**config.mk**
```make
export PLATFORM = sky130hd
export DESIGN_NAME = mbr_front
export DESIGN_NICKNAME = d
export VERILOG_FILES = /design/src/sv/mbr_pkg.sv /design/src/sv/mbr_front.sv
export SDC_FILE = /design/constraint.sdc
export NUM_CORES = 1
export LEC_CHECK = 0
export CAP_MARGIN = 15
export CORE_MARGIN = 1
export CORE_UTILIZATION = 40
export CTS_BUF_LIST = sky130_fd_sc_hd__clkbuf_2 sky130_fd_sc_hd__clkbuf_4 sky130_fd_sc_hd__clkbuf_8
export DETAILED_ROUTE_END_ITERATION = 16
export DONT_BUFFER_PORTS = 1
export REMOVE_ABC_BUFFERS = 1
export SYNTH_ARGS = -nofsm -noshare
export SYNTH_HDL_FRONTEND = slang
export SYNTH_SLANG_ARGS = --single-unit
```
**constraint.sdc**
```tcl
create_clock -name clock -period 4.6 [get_ports clock]
set_input_delay 0.92 -clock clock [delete_from_list [all_inputs] [get_ports clock]]
set_output_delay 0.92 -clock clock [all_outputs]
set_load 0.005 [all_outputs]
```
**src/sv/mbr_pkg.sv**
```systemverilog
// Package for the MSB-first bit reader: request/response structs, action
// codes and the internal command kinds passed from front to back.
// No dependencies.
`default_nettype none

package mbr_pkg;

   // Default store size in bytes
   localparam int unsigned STORE_DEPTH_DEF = 4096;

   // Field widths fixed by the interface
   localparam int unsigned VALUE_W    = 64;
   localparam int unsigned BYTE_POS_W = 13;
   localparam int unsigned MAX_BITS   = 64;

   // Request action codes
   localparam logic [2:0] ACT_APPEND    = 3'd0;
   localparam logic [2:0] ACT_READ_BITS = 3'd1;
   localparam logic [2:0] ACT_UNARY     = 3'd2;
   localparam logic [2:0] ACT_READ_BYTE = 3'd3;
   localparam logic [2:0] ACT_REWIND    = 3'd4;

   // Command kinds after classification
   typedef enum logic [2:0] {
      CMD_APPEND,
      CMD_READ_BITS,
      CMD_UNARY,
      CMD_READ_BYTE,
      CMD_REWIND,
      CMD_NONE
   } cmd_kind_type;

   typedef struct packed {
      logic [2:0] action;
      logic [7:0] load_value;
      logic [6:0] bit_count;
   } req_type;

   typedef struct packed {
      logic [VALUE_W-1:0]    value;
      logic [BYTE_POS_W-1:0] byte_position;
      logic [2:0]            bit_position;
      logic [2:0]            align_bits;
      logic                  end_of_stream;
      logic                  truncated;
      logic                  store_full;
   } rsp_type;

   // One classified request waiting in the queue
   typedef struct packed {
      cmd_kind_type kind;
      logic [7:0]   load_value;
      logic [6:0]   bit_count;
   } queue_entry_type;

endpackage

`default_nettype wire

```
**src/sv/mbr_front.sv**
```systemverilog
// Front end of the bit reader: accepts requests, classifies the action and
// holds them in a two-entry queue for the back end. Uses mbr_pkg.
`default_nettype none

module mbr_front (
   input  wire logic                    clock,
   input  wire logic                    reset,
   input  wire logic                    start,
   input  wire mbr_pkg::req_type        req_item,
   output logic                         busy,
   output logic                         q_valid,
   output mbr_pkg::queue_entry_type     q_entry,
   input  wire logic                    q_pop
);

   mbr_pkg::queue_entry_type entry_ff [2];
   logic                     wr_ptr_ff, wr_ptr_in;
   logic                     rd_ptr_ff, rd_ptr_in;
   logic [1:0]               cnt_ff, cnt_in;
   logic                     push;
   mbr_pkg::queue_entry_type new_entry;

   // Classify the action
   always_comb begin
      new_entry.load_value = req_item.load_value;
      new_entry.bit_count  = req_item.bit_count;
      unique case (req_item.action)
         mbr_pkg::ACT_APPEND:    new_entry.kind = mbr_pkg::CMD_APPEND;
         mbr_pkg::ACT_READ_BITS: new_entry.kind = mbr_pkg::CMD_READ_BITS;
         mbr_pkg::ACT_UNARY:     new_entry.kind = mbr_pkg::CMD_UNARY;
         mbr_pkg::ACT_READ_BYTE: new_entry.kind = mbr_pkg::CMD_READ_BYTE;
         mbr_pkg::ACT_REWIND:    new_entry.kind = mbr_pkg::CMD_REWIND;
         default:                new_entry.kind = mbr_pkg::CMD_NONE;
      endcase
   end

   // Queue occupancy and pointers
   assign busy    = cnt_ff[1];
   assign push    = start & ~busy;
   assign q_valid = (cnt_ff != 2'd0);
   assign q_entry = entry_ff[rd_ptr_ff];

   always_comb begin
      wr_ptr_in = push  ? ~wr_ptr_ff : wr_ptr_ff;
      rd_ptr_in = q_pop ? ~rd_ptr_ff : rd_ptr_ff;
      case ({push, q_pop})
         2'b10:   cnt_in = cnt_ff + 2'd1;
         2'b01:   cnt_in = cnt_ff - 2'd1;
         default: cnt_in = cnt_ff;
      endcase
   end

   always_ff @(posedge clock) begin
      if (reset) begin
         wr_ptr_ff <= 1'b0;
         rd_ptr_ff <= 1'b0;
         cnt_ff    <= 2'd0;
      end else begin
         wr_ptr_ff <= wr_ptr_in;
         rd_ptr_ff <= rd_ptr_in;
         cnt_ff    <= cnt_in;
      end
   end

   // Queue storage
   always_ff @(posedge clock) begin
      if (push) begin
         entry_ff[wr_ptr_ff] <= new_entry;
      end
   end

endmodule

`default_nettype wire

```
==> impl_results.md <==
- Gr ovfl total: 0
- Initial core utilization: 0.414
- First-pass GRT wire length: 3370 um
- Startpoint types: flop
- Pwr dens: 468 nW/um2
- Die H: 63.6 um
- Slew HR: 0.370
- Crit path kind: flop to output port
- Min-delay src: rd_ptr_ff
- Worst path slowest cell: dfxtp_1
- DP HPWL: 1440 um
- Number of synthesized register bits: 41
- Hold buffer count at CTS: 0
- Final wirelength: 2180 um
- RD Place Congestion: 0.583
- Unrepaired setup endpoints after global routing: false
- Initial antenna violation count: 0
- Htree depth: 2
- Vias per cell: 4.81
- CP endpoint kind: output port
- Setup TNS: 0 ns
- Fin. max-slew vios: 0
- Root Driver: clkbuf_8
- Die ar.: 4040 um2
- Least-Margin Pin Slew: 0.944 ns
- Share of layout cells above drive strength 1: 0.314
- Status: complete, no violations
- Clock sink total: 41
- Fin util: 0.450
- Avg WL per Cell: 16.2 um
- Post-Place Cells: 126
- R2r setup slk: 2.90 ns
- Fin crit share: 0.533
- Tot Pwr: 771 uW
- Area delta synth->final: 8.58%
- Syn. warnings: 0
- Iteration-0 DRC Markers: 20
- Reg-to-Reg End: entry_ff[0][12]
- Hold Crit Depth: 2
- CORE AREA: 3660 um2
- Post-synthesis sequential area ratio: 0.779
- Port buffer count: 0
- Postcts setup bufs: 0
- Antenna-violating nets left: 0
- I/O Pins: 42
- Std cell rows: 22
- Crit-path leading delay family: flip-flops
- WP buf/inv: 0
- Die W: 63.6 um
- CTS tree: yes
- CP arrival: 1.53 ns
- Clock Skews: 0.00499 ns
- Final nets: 108
- Fill count: 326
- Clock-pin slew on the worst setup and hold paths: 0.07 ns
- Diode count: 0
- Final setup viols: 0
- Max Clk Rate: 0.408 GHz
- Min Clock Period, post-route: 2.45 ns
- Worst r2r path cells: 2
- Clk buf depth: 2
- Critical path's largest stage delay: 0.82 ns
- Cts repair resizes: 0
- Vias in the first global route: 706
- Commonest non-fill, non-tap cell in the layout: edfxtp_1
- Hold Path Sink: rd_ptr_ff
- Mapped Cells: 81
- Avg Synthesized Cell Area: 18.7 um2
- DRC viols: 0
- Most frequent cells in the layout: edfxtp_1, mux2_2, dfxtp_1, clkbuf_8, nor2_1
- Total GRT Usage: 0.118
- Netlist cell types: 18
- Worst hold path class: flop to flop
- Largest net degree at the start of global routing: 19
- First-pass DRT Iterations: 4
- Crit Path Max Fanout: 18
- Final hold vios: 0
- Worst path cell trace: mux2_2
- Skew-Pair Late Insertion Delay: 0.28 ns
- Netlist Area Pre-Place: 1520 um2
- Post-Layout Cell Count: 134
- FF-to-FF Start: cnt_ff[1]
- Area of the multi-input gates: 320 um2
- Max-cap viol count: 0
- Vias: 644
- Leak pwr: 0.540 nW
- Cts bufs inserted: 5
- Worst endpoint required time: 3.68 ns
- FF/Latch Area: 1180 um2
- Peak supply drop: 0.236 mV
- CP Depth: 1
[cell type report]
type	count	area share
clock inverter	3	0.00760
tap	48	0.0365
inverter	1	0.00228
clock buffer	5	0.0418
multi-input combinational	36	0.195
sequential	41	0.717
[logic make-up (layout without fill, tap and decap cells)]
| family | after synthesis | in the layout | synth area share |
|---|---|---|---|
| AOI/OAI and AO/OA | 3 | 3 | 0.0115 |
| xor gates and xnor gates | 4 | 4 | 0.0231 |
| adders and majority gates | 1 | 1 | 0.00825 |
| buffers and inverters | 4 | 9 | 0.0132 |
| DFF | 41 | 41 | 0.779 |
| muxes | 18 | 18 | 0.134 |
| and+or+nand+nor | 10 | 10 | 0.0314 |
[per-layer routing]
metal  up-vias  wire, um  global-route usage
met5         -         0                   0
met4         0        20              0.0597
met3         2       242              0.0652
met2        29      1180               0.205
met1       308       738               0.110
li1        305         -                   -
[state kept, by name (all words and copies together), names as in the netlist, named ones only]
name / flops
cnt_ff: 2
entry_ff: 36
rd_ptr_ff: 1
wr_ptr_ff: 1
[stage by stage]
step / hold WS (ns) / worst slack, ns / cell area [um2]
finish: 0.514 / 2.15 / 1650
detailed placement: 0.507 / 2.34 / 1570
floorplan: 0.480 / 2.39 / 1500
CTS: 0.524 / 2.08 / 1650
global placement: 0.501 / 2.39 / 1570
global route: 0.545 / 2.01 / 1650
[synthesized netlist by cell type]
cell	instances	area, um2
buf_4	1	7.51
nor2_1	6	22.5
inv_1	1	3.75
xor2_1	1	8.76
xnor2_1	3	26.3
nor2b_1	1	6.26
or3_1	1	6.26
nand2b_1	1	6.26
dfxtp_1	5	100
ha_1	1	12.5
a21o_1	1	7.51
buf_2	1	5.00
a21oi_1	1	5.00
clkbuf_1	1	3.75
o21ai_0	1	5.00
edfxtp_1	36	1080
mux2_2	18	203
or2_2	1	6.26
[how the worst max path moves through the flow]
stage | start | end | slack [ns]
after floorplan | start | entry_ff[0][0] | 2.39
after global placement | flop | q_entry[16] | 2.39
after detailed placement | start | entry_ff[0][0] | 2.34
after CTS | flop | q_entry[16] | 2.08
after global routing | flop | q_entry[17] | 2.01
final | flop | q_entry[16] | 2.15
[power breakdown]
part | internal [mW] | switching (mW) | total, mW
Clock | 0.102 | 0.109 | 0.211
Combinational | 0.0385 | 0.0472 | 0.0856
Sequential | 0.456 | 0.0186 | 0.474
Power figures use the tool's default switching activity.
